**config.mk**
```make
export PLATFORM = sky130hd
export DESIGN_NAME = seven_point_linear_smoother
export DESIGN_NICKNAME = d
export VERILOG_FILES = /design/src/sv/spls_pkg.sv /design/src/sv/seven_point_linear_smoother.sv /design/src/sv/spls_cell.sv /design/src/sv/spls_divider.sv
export SDC_FILE = /design/constraint.sdc
export NUM_CORES = 2
export LEC_CHECK = 0
export ABC_CLOCK_PERIOD_IN_PS = 23700
export BUFFER_PORTS_ARGS = -buffer_cell sky130_fd_sc_hd__buf_2
export CAP_MARGIN = 40
export CORE_UTILIZATION = 55
export DETAILED_ROUTE_END_ITERATION = 16
export GPL_ROUTABILITY_DRIVEN = 0
export GPL_TIMING_DRIVEN = 0
export PLACE_DENSITY_LB_ADDON = 0.12
export SYNTH_ARGS = -nofsm -noshare
export SYNTH_HDL_FRONTEND = slang
export SYNTH_HIERARCHICAL = 1
export SYNTH_SLANG_ARGS = --single-unit
```
**constraint.sdc**
```tcl
create_clock -name clock -period 23.7 [get_ports clock]
set_input_delay 0 -clock clock [delete_from_list [all_inputs] [get_ports clock]]
set_output_delay 0 -clock clock [all_outputs]
set_load 0.02 [all_outputs]
```
**src/sv/spls_pkg.sv**
```systemverilog
// shared types, constants and tap weight tables of the seven-point smoother
// depends on nothing; used by the cell, divider and top level
`default_nettype none

package spls_pkg;

   localparam int SAMPLE_BITS_DEFAULT = 16;
   localparam int TAPS                = 7;

   // growth over the sample width: product with a weight, sum of seven, divider magnitude
   localparam int TERM_GROWTH = 4;
   localparam int SUM_GROWTH  = 6;
   localparam int MAG_GROWTH  = 3;

   // output positions of one window, in emission order
   localparam logic [2:0] OP_HEAD0 = 3'd0;
   localparam logic [2:0] OP_HEAD1 = 3'd1;
   localparam logic [2:0] OP_HEAD2 = 3'd2;
   localparam logic [2:0] OP_MEAN  = 3'd3;
   localparam logic [2:0] OP_TAIL2 = 3'd4;
   localparam logic [2:0] OP_TAIL1 = 3'd5;
   localparam logic [2:0] OP_TAIL0 = 3'd6;

   localparam logic [2:0] LAST_TAP  = 3'd6;
   localparam logic [2:0] SEEN_FULL = 3'd7;

   // divisor selects
   localparam logic [1:0] DIV_ONE          = 2'd0;
   localparam logic [1:0] DIV_SEVEN        = 2'd1;
   localparam logic [1:0] DIV_FOURTEEN     = 2'd2;
   localparam logic [1:0] DIV_TWENTYEIGHT  = 2'd3;

   typedef logic signed [4:0] weight_type;

   typedef struct packed {
      logic [1:0] div_sel;
      logic       last;
   } meta_type;

   localparam weight_type HEAD0_W [TAPS] = '{5'sd13, 5'sd10, 5'sd7, 5'sd4, 5'sd1, -5'sd2, -5'sd5};
   localparam weight_type HEAD1_W [TAPS] = '{5'sd5, 5'sd4, 5'sd3, 5'sd2, 5'sd1, 5'sd0, -5'sd1};
   localparam weight_type HEAD2_W [TAPS] = '{5'sd7, 5'sd6, 5'sd5, 5'sd4, 5'sd3, 5'sd2, 5'sd1};

   // weight of window tap (0 = oldest) for an output position; tail outputs mirror the head
   function automatic weight_type tap_weight(input logic [2:0] op, input logic [2:0] tap);
      logic [2:0] idx;
      weight_type w;
      idx = (op > OP_MEAN) ? (LAST_TAP - tap) : tap;
      case (op) inside
         OP_HEAD0, OP_TAIL0: w = HEAD0_W[idx];
         OP_HEAD1, OP_TAIL1: w = HEAD1_W[idx];
         OP_HEAD2, OP_TAIL2: w = HEAD2_W[idx];
         OP_MEAN:            w = 5'sd1;
         default:            w = 5'sd0;
      endcase
      return w;
   endfunction

   function automatic logic [1:0] op_divisor(input logic [2:0] op);
      logic [1:0] d;
      case (op) inside
         OP_HEAD1, OP_TAIL1: d = DIV_FOURTEEN;
         OP_MEAN:            d = DIV_SEVEN;
         default:            d = DIV_TWENTYEIGHT;
      endcase
      return d;
   endfunction

endpackage

`default_nettype wire

```
**src/sv/seven_point_linear_smoother.sv**
```systemverilog
// seven-point linear smoother, top level: window cells, output sequencer, sum stage
// depends on spls_pkg, spls_cell and spls_divider
//
// usage
//   req_ channel: one signed sample per beat, req_tlast on the last sample of a frame
//   rsp_ channel: smoothed samples in frame order, rsp_tlast on the final one of a frame
//   a frame of seven or more samples: the seventh beat yields outputs 0 to 3, each
//   later beat yields one centered mean, the last beat adds the three tail outputs
//   a frame shorter than seven is held and given back unchanged on its last beat
// throughput: one beat per cycle in steady state while rsp_ keeps up; a beat that yields
//   more than one result holds req_tready low until the output sequencer has read the
//   last owed position; it reads one window position per cycle while stage 1 can take it
// path: a result reaches rsp_ through the registers for the weighted terms, sum, magnitude,
//   reciprocal product, quotient, and correction and output register
// reset: synchronous, clears the frame count and all stage valids; window contents
//   need no clearing since only samples of the current frame are read
// stall: the pipeline stages fill up behind a stalled rsp_ channel before req_tready
//   drops, so the sample side keeps moving for a few beats
`default_nettype none

module seven_point_linear_smoother #(
   parameter int SAMPLE_BITS = spls_pkg::SAMPLE_BITS_DEFAULT
) (
   input  logic                                 clock,
   input  logic                                 reset,
   // req_tdata: sample [SAMPLE_BITS-1:0], zero fill up to a whole byte
   input  logic [((SAMPLE_BITS+7)/8)*8-1:0]     req_tdata,
   input  logic                                 req_tlast,   // frame_end
   input  logic                                 req_tvalid,
   output logic                                 req_tready,
   // rsp_tdata: smoothed [SAMPLE_BITS-1:0], zero fill up to a whole byte
   output logic [((SAMPLE_BITS+7)/8)*8-1:0]     rsp_tdata,
   output logic                                 rsp_tlast,   // run_last
   output logic                                 rsp_tvalid,
   input  logic                                 rsp_tready
);
   import spls_pkg::*;

   localparam int DW = ((SAMPLE_BITS + 7) / 8) * 8;
   localparam int TW = SAMPLE_BITS + TERM_GROWTH;
   localparam int SW = SAMPLE_BITS + SUM_GROWTH;

   logic signed [SAMPLE_BITS-1:0] req_sample;
   logic                          req_accept;
   logic                          issue, issue_done;
   logic                          rdy_s1, rdy_s2, div_ready;

   assign req_sample = req_tdata[SAMPLE_BITS-1:0];

   // output sequencer: walks the positions still owed by the current window
   logic [2:0] seen_ff, seen_in, seen_inc;
   logic       busy_ff, busy_in;
   logic       pass_ff, pass_in;
   logic [2:0] pos_ff, pos_in;
   logic [2:0] end_ff, end_in;
   logic       last_ff, last_in;

   assign issue      = busy_ff && rdy_s1;
   assign issue_done = issue && (pos_ff == end_ff);
   assign req_tready = !busy_ff || issue_done;
   assign req_accept = req_tvalid && req_tready;
   assign seen_inc   = (seen_ff == SEEN_FULL) ? SEEN_FULL : seen_ff + 3'd1;

   always_comb begin
      seen_in = seen_ff;
      busy_in = busy_ff;
      pass_in = pass_ff;
      pos_in  = pos_ff;
      end_in  = end_ff;
      last_in = last_ff;
      if (issue) begin
         if (pos_ff == end_ff) begin
            busy_in = 1'b0;
         end else begin
            pos_in = pos_ff + 3'd1;
         end
      end
      if (req_accept) begin
         last_in = req_tlast;
         seen_in = req_tlast ? 3'd0 : seen_inc;
         if (seen_inc != SEEN_FULL) begin
            // short frame: hand back the held samples, oldest first
            if (req_tlast) begin
               busy_in = 1'b1;
               pass_in = 1'b1;
               pos_in  = SEEN_FULL - seen_inc;
               end_in  = LAST_TAP;
            end
         end else begin
            busy_in = 1'b1;
            pass_in = 1'b0;
            pos_in  = (seen_ff != SEEN_FULL) ? OP_HEAD0 : OP_MEAN;
            end_in  = req_tlast ? OP_TAIL0 : OP_MEAN;
         end
      end
   end

   always_ff @(posedge clock) begin
      if (reset) begin
         seen_ff <= 3'd0;
         busy_ff <= 1'b0;
         pass_ff <= 1'b0;
         pos_ff  <= OP_HEAD0;
         end_ff  <= OP_HEAD0;
         last_ff <= 1'b0;
      end else begin
         seen_ff <= seen_in;
         busy_ff <= busy_in;
         pass_ff <= pass_in;
         pos_ff  <= pos_in;
         end_ff  <= end_in;
         last_ff <= last_in;
      end
   end

   // window cells, tap 0 oldest; a new sample enters at the last tap
   logic signed [SAMPLE_BITS-1:0] samp_w [TAPS];
   logic signed [TW-1:0]          term_w [TAPS];
   weight_type                    weight_w [TAPS];

   always_comb begin
      for (int i = 0; i < TAPS; i++) begin
         if (pass_ff) begin
            weight_w[i] = (pos_ff == 3'(i)) ? 5'sd1 : 5'sd0;
         end else begin
            weight_w[i] = tap_weight(pos_ff, 3'(i));
         end
      end
   end

   for (genvar i = 0; i < TAPS; i++) begin : g_cell
      logic signed [SAMPLE_BITS-1:0] feed_w;
      if (i == TAPS - 1) begin : g_head
         assign feed_w = req_sample;
      end else begin : g_body
         assign feed_w = samp_w[i+1];
      end
      spls_cell #(
         .SAMPLE_BITS (SAMPLE_BITS)
      ) u_cell (
         .clock      (clock),
         .shift_en   (req_accept),
         .sample_in  (feed_w),
         .sample_out (samp_w[i]),
         .term_en    (issue),
         .weight     (weight_w[i]),
         .term_out   (term_w[i])
      );
   end

   // stage 1 valid and meta travel beside the cell terms
   logic     s1_valid_ff, s1_valid_in;
   meta_type s1_meta_ff, s1_meta_in;

   assign s1_valid_in = rdy_s1 ? issue : s1_valid_ff;

   always_comb begin
      s1_meta_in = s1_meta_ff;
      if (issue) begin
         s1_meta_in.div_sel = pass_ff ? DIV_ONE : op_divisor(pos_ff);
         s1_meta_in.last    = last_ff && (pos_ff == end_ff);
      end
   end

   // stage 2: sum of the seven weighted terms
   logic                 s2_valid_ff, s2_valid_in;
   meta_type             s2_meta_ff, s2_meta_in;
   logic signed [SW-1:0] s2_sum_ff, s2_sum_in, sum_w;

   assign sum_w = ((SW'(term_w[0]) + SW'(term_w[1])) + (SW'(term_w[2]) + SW'(term_w[3])))
                + ((SW'(term_w[4]) + SW'(term_w[5])) + SW'(term_w[6]));

   assign s2_valid_in = rdy_s2 ? s1_valid_ff : s2_valid_ff;
   assign s2_meta_in  = rdy_s2 ? s1_meta_ff : s2_meta_ff;
   assign s2_sum_in   = rdy_s2 ? sum_w : s2_sum_ff;

   assign rdy_s2 = !s2_valid_ff || div_ready;
   assign rdy_s1 = !s1_valid_ff || rdy_s2;

   always_ff @(posedge clock) begin
      if (reset) begin
         s1_valid_ff <= 1'b0;
         s2_valid_ff <= 1'b0;
      end else begin
         s1_valid_ff <= s1_valid_in;
         s2_valid_ff <= s2_valid_in;
      end
      s1_meta_ff <= s1_meta_in;
      s2_meta_ff <= s2_meta_in;
      s2_sum_ff  <= s2_sum_in;
   end

   // divide, round toward zero, saturate, output register
   logic [SAMPLE_BITS-1:0] rsp_value;

   spls_divider #(
      .SAMPLE_BITS (SAMPLE_BITS)
   ) u_divider (
      .clock     (clock),
      .reset     (reset),
      .in_valid  (s2_valid_ff),
      .in_ready  (div_ready),
      .in_sum    (s2_sum_ff),
      .in_meta   (s2_meta_ff),
      .out_valid (rsp_tvalid),
      .out_ready (rsp_tready),
      .out_value (rsp_value),
      .out_last  (rsp_tlast)
   );

   assign rsp_tdata = DW'(rsp_value);

   // sequencer never runs past the last owed position
   a_pos_order: assert property (@(posedge clock) disable iff (reset)
      busy_ff |-> (pos_ff <= end_ff))
      else $error("output position beyond end of window");

   // a new beat shifts the window only once the last owed position has been read
   a_accept_final: assert property (@(posedge clock) disable iff (reset)
      (req_accept && busy_ff) |-> (pos_ff == end_ff))
      else $error("window shifted while outputs still owed");

   // frame end restarts the sample count
   a_frame_restart: assert property (@(posedge clock) disable iff (reset)
      (req_accept && req_tlast) |=> (seen_ff == 3'd0))
      else $error("frame count not cleared after frame end");

   // short frame hand-back starts past the oldest tap and ends on the newest
   a_pass_span: assert property (@(posedge clock) disable iff (reset)
      (busy_ff && pass_ff) |-> ((pos_ff != 3'd0) && (end_ff == LAST_TAP)))
      else $error("short frame span out of range");

endmodule

`default_nettype wire

```
**src/sv/spls_cell.sv**
```systemverilog
// one window cell: holds a sample, hands it to the older neighbor, weights it
// depends on spls_pkg
`default_nettype none

module spls_cell #(
   parameter int SAMPLE_BITS = spls_pkg::SAMPLE_BITS_DEFAULT
) (
   input  logic                                             clock,
   input  logic                                             shift_en,
   input  logic signed [SAMPLE_BITS-1:0]                    sample_in,
   output logic signed [SAMPLE_BITS-1:0]                    sample_out,
   input  logic                                             term_en,
   input  spls_pkg::weight_type                             weight,
   output logic signed [SAMPLE_BITS+spls_pkg::TERM_GROWTH-1:0] term_out
);
   import spls_pkg::*;

   localparam int TW = SAMPLE_BITS + TERM_GROWTH;

   logic signed [SAMPLE_BITS-1:0] sample_ff, sample_in_w;
   logic signed [TW-1:0]          term_ff, term_in, prod_w;

   assign sample_in_w = shift_en ? sample_in : sample_ff;
   // zero weight gives a zero term, so taps never loaded since reset stay out of the sum
   assign prod_w      = (weight == '0) ? '0 : (TW'(sample_ff) * TW'(weight));
   assign term_in     = term_en ? prod_w : term_ff;

   always_ff @(posedge clock) begin
      sample_ff <= sample_in_w;
      term_ff   <= term_in;
   end

   assign sample_out = sample_ff;
   assign term_out   = term_ff;

endmodule

`default_nettype wire

```
**src/sv/spls_divider.sv**
```systemverilog
// signed divide by 1, 7, 14 or 28 with truncation toward zero and output saturation
// four stages: magnitude, split reciprocal product, quotient, correction; depends on spls_pkg
`default_nettype none

module spls_divider #(
   parameter int SAMPLE_BITS = spls_pkg::SAMPLE_BITS_DEFAULT
) (
   input  logic                                               clock,
   input  logic                                               reset,
   input  logic                                               in_valid,
   output logic                                               in_ready,
   input  logic signed [SAMPLE_BITS+spls_pkg::SUM_GROWTH-1:0] in_sum,
   input  spls_pkg::meta_type                                 in_meta,
   output logic                                               out_valid,
   input  logic                                               out_ready,
   output logic [SAMPLE_BITS-1:0]                             out_value,
   output logic                                               out_last
);
   import spls_pkg::*;

   localparam int SW = SAMPLE_BITS + SUM_GROWTH;
   localparam int W  = SAMPLE_BITS + MAG_GROWTH;   // magnitude width
   localparam int RW = W - 2;                      // reciprocal and quotient width
   localparam int HW = (W + 1) / 2;                // low half of the magnitude
   localparam int LW = W - HW;                     // high half
   localparam logic [RW-1:0] RECIP   = RW'((64'd1 << W) / 64'd7);
   localparam logic [RW-1:0] POS_MAX = RW'((64'd1 << (SAMPLE_BITS - 1)) - 64'd1);
   localparam logic [RW-1:0] NEG_LIM = RW'(64'd1 << (SAMPLE_BITS - 1));

   logic rdy_a, rdy_b, rdy_c, rdy_o;

   // stage a: sign and pre-shifted magnitude
   logic [SW-1:0] abs_w;
   logic [W-1:0]  mag_w;
   logic          a_valid_ff, a_valid_in, a_neg_ff, a_neg_in;
   logic [W-1:0]  a_mag_ff, a_mag_in;
   meta_type      a_meta_ff, a_meta_in;

   assign abs_w = in_sum[SW-1] ? SW'(-in_sum) : SW'(in_sum);

   always_comb begin
      case (in_meta.div_sel)
         DIV_TWENTYEIGHT: mag_w = W'(abs_w >> 2);
         DIV_FOURTEEN:    mag_w = W'(abs_w >> 1);
         default:         mag_w = W'(abs_w);
      endcase
   end

   assign a_valid_in = rdy_a ? in_valid : a_valid_ff;
   assign a_neg_in   = rdy_a ? in_sum[SW-1] : a_neg_ff;
   assign a_mag_in   = rdy_a ? mag_w : a_mag_ff;
   assign a_meta_in  = rdy_a ? in_meta : a_meta_ff;

   // stage b: partial products of magnitude and reciprocal
   logic                 b_valid_ff, b_valid_in, b_neg_ff, b_neg_in;
   logic [W-1:0]         b_mag_ff, b_mag_in;
   meta_type             b_meta_ff, b_meta_in;
   logic [HW+RW-1:0]     b_lo_ff, b_lo_in;
   logic [LW+RW-1:0]     b_hi_ff, b_hi_in;

   assign b_valid_in = rdy_b ? a_valid_ff : b_valid_ff;
   assign b_neg_in   = rdy_b ? a_neg_ff : b_neg_ff;
   assign b_mag_in   = rdy_b ? a_mag_ff : b_mag_ff;
   assign b_meta_in  = rdy_b ? a_meta_ff : b_meta_ff;
   assign b_lo_in    = rdy_b ? ((HW+RW)'(a_mag_ff[HW-1:0]) * (HW+RW)'(RECIP)) : b_lo_ff;
   assign b_hi_in    = rdy_b ? ((LW+RW)'(a_mag_ff[W-1:HW]) * (LW+RW)'(RECIP)) : b_hi_ff;

   // stage c: quotient estimate, low or exact
   logic [W+RW-1:0] prod_w;
   logic            c_valid_ff, c_valid_in, c_neg_ff, c_neg_in;
   logic [W-1:0]    c_mag_ff, c_mag_in;
   meta_type        c_meta_ff, c_meta_in;
   logic [RW-1:0]   c_q0_ff, c_q0_in;

   assign prod_w     = ((W+RW)'(b_hi_ff) << HW) + (W+RW)'(b_lo_ff);
   assign c_valid_in = rdy_c ? b_valid_ff : c_valid_ff;
   assign c_neg_in   = rdy_c ? b_neg_ff : c_neg_ff;
   assign c_mag_in   = rdy_c ? b_mag_ff : c_mag_ff;
   assign c_meta_in  = rdy_c ? b_meta_ff : c_meta_ff;
   assign c_q0_in    = rdy_c ? prod_w[W+RW-1:W] : c_q0_ff;

   // output stage: one correction step, sign, saturation
   logic [W:0]             rem_w;
   logic [RW-1:0]          q_w;
   logic [SAMPLE_BITS-1:0] res_w;
   logic                   out_valid_ff, out_valid_in, out_last_ff, out_last_in;
   logic [SAMPLE_BITS-1:0] out_value_ff, out_value_in;

   assign rem_w = (W+1)'(c_mag_ff) - ((W+1)'(c_q0_ff) << 3) + (W+1)'(c_q0_ff);

   always_comb begin
      if (c_meta_ff.div_sel == DIV_ONE) begin
         q_w = c_mag_ff[RW-1:0];
      end else if (rem_w >= (W+1)'(7)) begin
         q_w = c_q0_ff + RW'(1);
      end else begin
         q_w = c_q0_ff;
      end
      if (c_neg_ff) begin
         res_w = (q_w > NEG_LIM) ? SAMPLE_BITS'(NEG_LIM) : SAMPLE_BITS'(-q_w);
      end else begin
         res_w = (q_w > POS_MAX) ? SAMPLE_BITS'(POS_MAX) : SAMPLE_BITS'(q_w);
      end
   end

   assign out_valid_in = rdy_o ? c_valid_ff : (out_valid_ff && !out_ready);
   assign out_value_in = (rdy_o && c_valid_ff) ? res_w : out_value_ff;
   assign out_last_in  = (rdy_o && c_valid_ff) ? c_meta_ff.last : out_last_ff;

   // ready chain, output end first; a stage loads when empty or when it moves on
   assign rdy_o    = !out_valid_ff || out_ready;
   assign rdy_c    = !c_valid_ff || rdy_o;
   assign rdy_b    = !b_valid_ff || rdy_c;
   assign rdy_a    = !a_valid_ff || rdy_b;
   assign in_ready = rdy_a;

   always_ff @(posedge clock) begin
      if (reset) begin
         a_valid_ff   <= 1'b0;
         b_valid_ff   <= 1'b0;
         c_valid_ff   <= 1'b0;
         out_valid_ff <= 1'b0;
      end else begin
         a_valid_ff   <= a_valid_in;
         b_valid_ff   <= b_valid_in;
         c_valid_ff   <= c_valid_in;
         out_valid_ff <= out_valid_in;
      end
      a_neg_ff     <= a_neg_in;
      a_mag_ff     <= a_mag_in;
      a_meta_ff    <= a_meta_in;
      b_neg_ff     <= b_neg_in;
      b_mag_ff     <= b_mag_in;
      b_meta_ff    <= b_meta_in;
      b_lo_ff      <= b_lo_in;
      b_hi_ff      <= b_hi_in;
      c_neg_ff     <= c_neg_in;
      c_mag_ff     <= c_mag_in;
      c_meta_ff    <= c_meta_in;
      c_q0_ff      <= c_q0_in;
      out_value_ff <= out_value_in;
      out_last_ff  <= out_last_in;
   end

   assign out_valid = out_valid_ff;
   assign out_value = out_value_ff;
   assign out_last  = out_last_ff;

endmodule

`default_nettype wire

```
; After elaboration in Yosys (flattened, before gate mapping)
; Memory sizes are Yosys's and may differ from the RTL's.
; Index checks and enable logic that the tools add are counted.
[op_classes]
n_addsub = 15
n_mul = 9
order_cmp = 10
n_eq_ne = 13
muxes = 105
bitwise = 6
reduce_logical = 35
[ops]
columns = op, count
row1 = 5-bit two-way mux, 64
row2 = 16-bit by 5-bit multiplier with 20-bit output, 7
row3 = 20-bit by 20-bit adder with 21-bit output, 3
row4 = 16-bit two-way mux, 3
row5 = 3-bit two-way mux, 16
row6 = 19-bit one-hot mux with 2 select lines, 1
row7 = 36-bit by 27-bit adder with 36-bit output, 1
row8 = 5-bit logical NOT, 7
row9 = 17-bit two-way mux, 2
row10 = 10-bit by 16-bit multiplier with 26-bit output (second input constant), 1
row11 = 9-bit by 16-bit multiplier with 25-bit output (second input constant), 1
row12 = 4-bit >= comparator (second input constant), 6
row13 = 3-bit inverter with 4-bit output, 6
row14 = 21-bit by 20-bit adder with 22-bit output, 1
row15 = 21-bit by 21-bit adder with 22-bit output, 1
row16 = 22-bit adder, 1
row17 = 21-bit two-way mux, 1
row18 = 21-bit negation, 1
row19 = 20-bit by 17-bit adder with 20-bit output, 1
row20 = 20-bit by 3-bit >= comparator with 1-bit output (second input constant), 1
row21 = 19-bit by 20-bit subtractor with 20-bit output, 1
row22 = 17-bit by 1-bit adder with 17-bit output (second input constant), 1
row23 = 17-bit by 15-bit > comparator with 1-bit output (second input constant), 1
row24 = 17-bit by 16-bit > comparator with 1-bit output (second input constant), 1
row25 = other kinds (21), 64
[word_totals]
register_bits = 452
romBits = 720
inputBits = 21
out_inout_bits = 19
wordCells = 260
mem_count = 18
[memory_table]
columns = memory, words, width, read_ports, rd_clocked_by_memory_dff, write_ports, line
row1 = (no name shown), 8, 5, 1, 0, 0, spls_pkg.sv:52  ; OP_HEAD2, OP_TAIL2: w = HEAD2_W[idx];
row2 = (no name shown), 8, 5, 1, 0, 0, spls_pkg.sv:51  ; OP_HEAD1, OP_TAIL1: w = HEAD1_W[idx];
row3 = (no name shown), 8, 5, 1, 0, 0, spls_pkg.sv:50  ; OP_HEAD0, OP_TAIL0: w = HEAD0_W[idx];
row4 = (no name shown), 8, 5, 1, 0, 0, spls_pkg.sv:52
row5 = (no name shown), 8, 5, 1, 0, 0, spls_pkg.sv:51
row6 = (no name shown), 8, 5, 1, 0, 0, spls_pkg.sv:50
row7 = +12 memories, n/a, n/a, n/a, n/a, n/a, n/a

; Depth between registers and ports, before layout
[depth]
word_depth = 12
mapped_depth = 24
ltp_nobuf = 23

; By module
; Netlist, hierarchy kept.
[by_module_without_submodules]
columns = module, instances, cells_per_inst, area_per_inst_um2, seq_area_each_um2
row1 = spls_cell (g_cell[0].u_cell ...), 3, 391, 3965.1, 1081.0
row2 = spls_divider, 1, 1079, 10881.7, 4314.1
row3 = spls_cell (g_cell[4].u_cell ...), 2, 391, 3982.6, 1081.0
row4 = seven_point_linear_smoother, 1, 638, 5785.5, 1121.1
row5 = spls_cell (g_cell[3].u_cell), 1, 396, 4008.8, 1081.0
row6 = spls_cell (g_cell[6].u_cell), 1, 390, 3947.5, 1081.0

; Worst setup path after synthesis
; No wires, ideal clock.
[synth_timing]
path_kind = register to register
from = register u_divider.out_valid_ff (netlist: u_divider/out_valid)
to = register pos_ff[1]
setup_ps = 128
arrival_ps = 9070
required_time_ps = 23572
slack_ps = 14503
stages_incl_launch_ff = 10
n_path_buf = 0
period_less_slack_ps = 9197
path_cell_list = dfxtp_1 -> nor2b_1 -> and3_1 -> nand2_1 -> and3b_1 -> nor2b_1 -> nor2b_1 -> mux2_1 -> a21oi_1 -> nor2_1
[synth_between]
elab_chain_len = 12
word_cells_on_any_way = 15
cone_classes = mux (4) / reduce/logical (11)
[synth_rtl]
columns = element, line
row1 = start: declaration, spls_divider.sv:86  ; logic out_valid_ff, out_valid_in, out_last_ff, out_last_in;
row2 = start signal: assignment, spls_divider.sv:127  ; out_valid_ff <= out_valid_in;
row3 = 1-bit logical NOT *, spls_divider.sv:111  ; assign rdy_o = !out_valid_ff || out_ready;
row4 = 1-bit logical OR *, spls_divider.sv:111
row5 = 1-bit logical OR *, spls_divider.sv:112  ; assign rdy_c = !c_valid_ff || rdy_o;
row6 = 1-bit logical OR *, spls_divider.sv:113  ; assign rdy_b = !b_valid_ff || rdy_c;
row7 = 1-bit logical OR *, spls_divider.sv:114  ; assign rdy_a = !a_valid_ff || rdy_b;
row8 = via div_ready, seven_point_linear_smoother.sv:46  ; logic rdy_s1, rdy_s2, div_ready;
row9 = 1-bit logical OR *, seven_point_linear_smoother.sv:177  ; assign rdy_s2 = !s2_valid_ff || div_ready;
row10 = 1-bit logical OR *, seven_point_linear_smoother.sv:178  ; assign rdy_s1 = !s1_valid_ff || rdy_s2;
row11 = 1-bit logical AND *, seven_point_linear_smoother.sv:58  ; assign issue = busy_ff && rdy_s1;
row12 = via issue, seven_point_linear_smoother.sv:45  ; logic issue, issue_done;
row13 = 3-bit two-way mux or 1-bit logical AND (tied branches), "seven_point_linear_smoother.sv:71, seven_point_linear_smoother.sv:59"
row14 = 3-bit two-way mux or 1-bit logical OR (tied branches), "seven_point_linear_smoother.sv:83, seven_point_linear_smoother.sv:60"
row15 = 3-bit two-way mux or 1-bit logical AND (tied branches), "seven_point_linear_smoother.sv:81, seven_point_linear_smoother.sv:61"
row16 = 3-bit two-way mux *, seven_point_linear_smoother.sv:78  ; if (req_accept) begin
row17 = end signal: assignment, seven_point_linear_smoother.sv:110  ; pos_ff <= pos_in;
row18 = end: declaration, seven_point_linear_smoother.sv:54  ; logic [2:0] pos_ff, pos_in;
; The timed path passes the listed nets; every way through them passes the cells marked *.
; A chain may end at the register's enable or synchronous reset.

==> metrics.md <==
| Metric | Value |
|---|---|
| Critical Path Source Type | `flip-flop` |
| H-tree depth | `2` |
| Critical path's top delay family | `adder cells` |
| Die area | `~82,000 um^2` |
| Post-layout nets | `approximately 5,500` |
| Buffers and inverters on the worst path | `4` |
| Root buf cell | `clkbuf_16` |
| Detailed Place HPWL | `roughly 83,000 um` |
| Synth Warn # | `6` |
| Routed length per placed instance | `17.76 um` |
| Clk_lat worst skew | `0.65 ns` |
| Worst EP required | `24.09 ns` |
| Yosys top cell area share | `roughly 28%` |
| Clk_skew | `0.04131 ns` |
| Buffers on Ports | `39` |
| Starting density of the core | `55.94%` |
| Chip height | `286.4 um` |
| Share of cells above drive strength 1 | `7.054%` |
| Vias post-DR | `30,521` |
| Hold WC Path Type | `in -> reg` |
| Detail-routed via count per cell | `5.327` |
| PostCTS Resize Cnt | `0` |
| Highest clock rate | `146.9 MHz` |
| CP Cell Sequence | `inv_1, ha_1, mux2i_1, xnor2_1, nor3_1, buf_2, clkbuf_1, nand2_1, fa_1, fa_1, fa_1, inv_1, ha_1, a211oi_2, nor3_2, o21ai_2, a31oi_1, o21ai_0, nor3b_1` |
| Synthesis-to-layout area growth | `9.189%` |
| Syn Inst Count | `4,458` |
| Outcome | `finished, final reports clean` |
| ANT nets after route | `0` |
| Worst Tran Pin Value | `0.9907 ns` |
| Worst hold slack | `0.06744 ns` |
| Commonest cells post-synth | `inv_1 (932), fa_1 (460), edfxtp_1 (421)` |
| Final WL | `101,800 um` |
| Reg2Reg Depth | `19` |
| Pre-CTS setup slack | `17.03 ns` |
| Row count | `103` |
| Critical Path AT | `7.19 ns` |
| Number of global-route vias before repair | `about 31,000` |
| I/O pin count | `40` |
| Crit. End Element | `flip-flop` |
| Slew HR | `33.09%` |
| Grt ovf | `0` |
| Hold endpoint | `g_cell[6].u_cell/sample_out[6]$_DFFE_PP_` |
| CTS tree | `done` |
| GRT Overall Usage | `25.61%` |
| Num CTS Buffers | `51` |
| Final setup violation count | `0` |
| Slew Viols, Final | `0` |
| Post-synthesis sequential area ratio | `29.23%` |
| Largest net degree at the start of global routing | `86` |
| Max FO, Critical Path | `10` |
| Clk sinks | `around 440` |
| CTS Buffer Depth | `3` |
| Ys async rst share | `0%` |
| Antenna violations before repair | `0` |
| Most frequent cell after synthesis | `inv_1` |
| Syn Area/Cell | `between 9 and 10 um^2` |
| Hold path start | `req_tdata[6]` |
| Crit-path max cell delay | `between 0.6 and 0.7 ns` |
| Drt drc | `0` |
| Distinct cells, synth | `104` |
| First-pass GRT wire length | `164,600 um` |
| Final min period | `6.806 ns` |
| Leading area contributor after synthesis | `edfxtp_1` |
| Drt initial violations | `approximately 2,100` |
| Die Width | `~290 um` |
| Flops & latches, synth | `439` |
| Flop-to-flop setup slack | `16.89 ns` |
| Final setup margin | `16.89 ns` |
| Core region area | `79,520 um^2` |
| R2r endpoint | `g_cell[1].u_cell/term_out[18]$_SDFFCE_PN0P_` |
| Worst flop-to-flop path startpoint | `pos_ff[0]$_SDFF_PP0_` |
| Crit path top cell by count | `fa_1` |
| Critical-path top delay cell | `mux2i_1` |
| Post-CTS Hold Buffers | `21` |
| Ys flop type | `edfxtp_1` |
| Endpoints failing hold | `0` |
| Post-synth EDFFs | `421` |
| Post-CTS Setup Inserts | `0` |
| Post-Synthesis Cell Area | `44,480 um^2` |
| Hold Path Stages | `2` |
| Drt first pass iters | `5` |
| Clock transition at path regs | `0.07 ns` |
| Final worst-path cycle share | `28.72%` |
| RSZ-0062 raised after global routing | `false` |
| Area contributors post-synth | `edfxtp_1 (28%), fa_1 (21%), ha_1 (11%)` |
| Fin Setup TNS | `0 ns` |
| Setup CP Type | `reg -> reg` |
| Max Cap Viol | `0` |
[cells by family (layout without fill, tap and decap cells)]
| kind of cell | count (synthesis) | after routing | share of synthesized area, % |
|---|---|---|---|
| flip-flops | 439 | 439 | 29.23 |
| AND/OR/NAND/NOR | 1325 | 1325 | 16.18 |
| multiplexers | 16 | 16 | 0.3741 |
| AO/OA/AOI/OAI | 600 | 600 | 9.518 |
| other | 1 | 37 | 0.008430 |
| buffers and inverters | 1015 | 1200 | 8.731 |
| adder cells (fa/ha/maj) | 859 | 859 | 31.92 |
| XOR/XNOR | 203 | 203 | 4.031 |
[per-stage QoR]
| stage | util [%] | cells | cell area, um^2 |
|---|---|---|---|
| finish | 61.08 | 5729 | 48570 |
| global route | 61.08 | 5728 | 48570 |
| CTS | 61.08 | 5728 | 48570 |
| detailed placement | 58.63 | 5612 | 46620 |
| global placement | 58.01 | 5582 | 46120 |
| floorplan | - | 4493 | 44620 |
[routing by layer]
layer  up-vias  routed length [um]  track usage [%]
li1      14839                   -                -
met5         -                   0                0
met1     14944               46130            35.39
met3       143                4747            3.386
met4         0                3088            7.580
met2       595               47800            42.19
[area by class of cell]
type / instances / area [um^2]
clock buffer: 57 / 1320
timing repair buffer: 90 / 839.6
tap: 1050 / 1314
inverter: 933 / 3507
multi-input combinational: 3039 / 27780
buffer: 82 / 381.6
sequential: 439 / 13000
antenna: 1 / 2.502
clock inverter: 38 / 422.9
fill: 6779 / 30940
[worst max-delay path by stage]
stage                                   start                                     endpoint  cells past startpoint
2_1_floorplan  u_divider/out_valid$_SDFF_PP0_                         pos_ff[1]$_SDFF_PP0_                      9
3_3_place_gp   u_divider/out_valid$_SDFF_PP0_                         pos_ff[1]$_SDFF_PP0_                      9
3_5_place_dp             pos_ff[0]$_SDFF_PP0_  g_cell[0].u_cell/term_out[18]$_SDFFCE_PN0P_                     21
4_1_cts                  pos_ff[0]$_SDFF_PP0_  g_cell[1].u_cell/term_out[18]$_SDFFCE_PN0P_                     19
5_1_grt                  pos_ff[0]$_SDFF_PP0_  g_cell[1].u_cell/term_out[18]$_SDFFCE_PN0P_                     19
6_report                 pos_ff[0]$_SDFF_PP0_  g_cell[1].u_cell/term_out[18]$_SDFFCE_PN0P_                     19
[state kept, by name (all words and copies together), names as in the netlist, 16 cells and up]
register / cells
u_divider/c_q0_ff: 17
s2_sum_ff: 22
u_divider/a_mag_ff: 19
u_divider/b_mag_ff: 19
u_divider/b_lo_ff: 16
u_divider/c_mag_ff: 19
g_cell.u_cell/term_out: 140
u_divider/b_hi_ff: 22
g_cell.u_cell/sample_out: 112
u_divider/out_value: 16
[worst reg2reg max path: stages, from the launching register on]
cell	delay (ns)
dfxtp_1	0.50
inv_1	0.23
ha_1	0.33
mux2i_1	0.67
xnor2_1	0.22
nor3_1	0.48
buf_2	0.29
clkbuf_1	0.46
nand2_1	0.15
fa_1	0.51
fa_1	0.53
fa_1	0.63
inv_1	0.06
ha_1	0.31
a211oi_2	0.28
nor3_2	0.10
o21ai_2	0.17
a31oi_1	0.13
o21ai_0	0.16
nor3b_1	0.38
[placed cells by master, fill, tap and decap left out, drive strengths merged, types with 24 or more instances in the layout]
cell	n
inv	943
fa	460
edfxtp	421
and2	420
ha	399
nor2	338
nand2	194
a21oi	172
xnor2	137
o21ai	132
clkbuf	114
nor3	99
buf	94
xor2	66
a21o	53
nand3	52
nand2b	47
nor2b	46
o21a	43
o211ai	42
conb	36
nand4	24
Power is not shown: default switching activity piles up to over one toggle a cycle in this logic, so the estimate is an artifact.
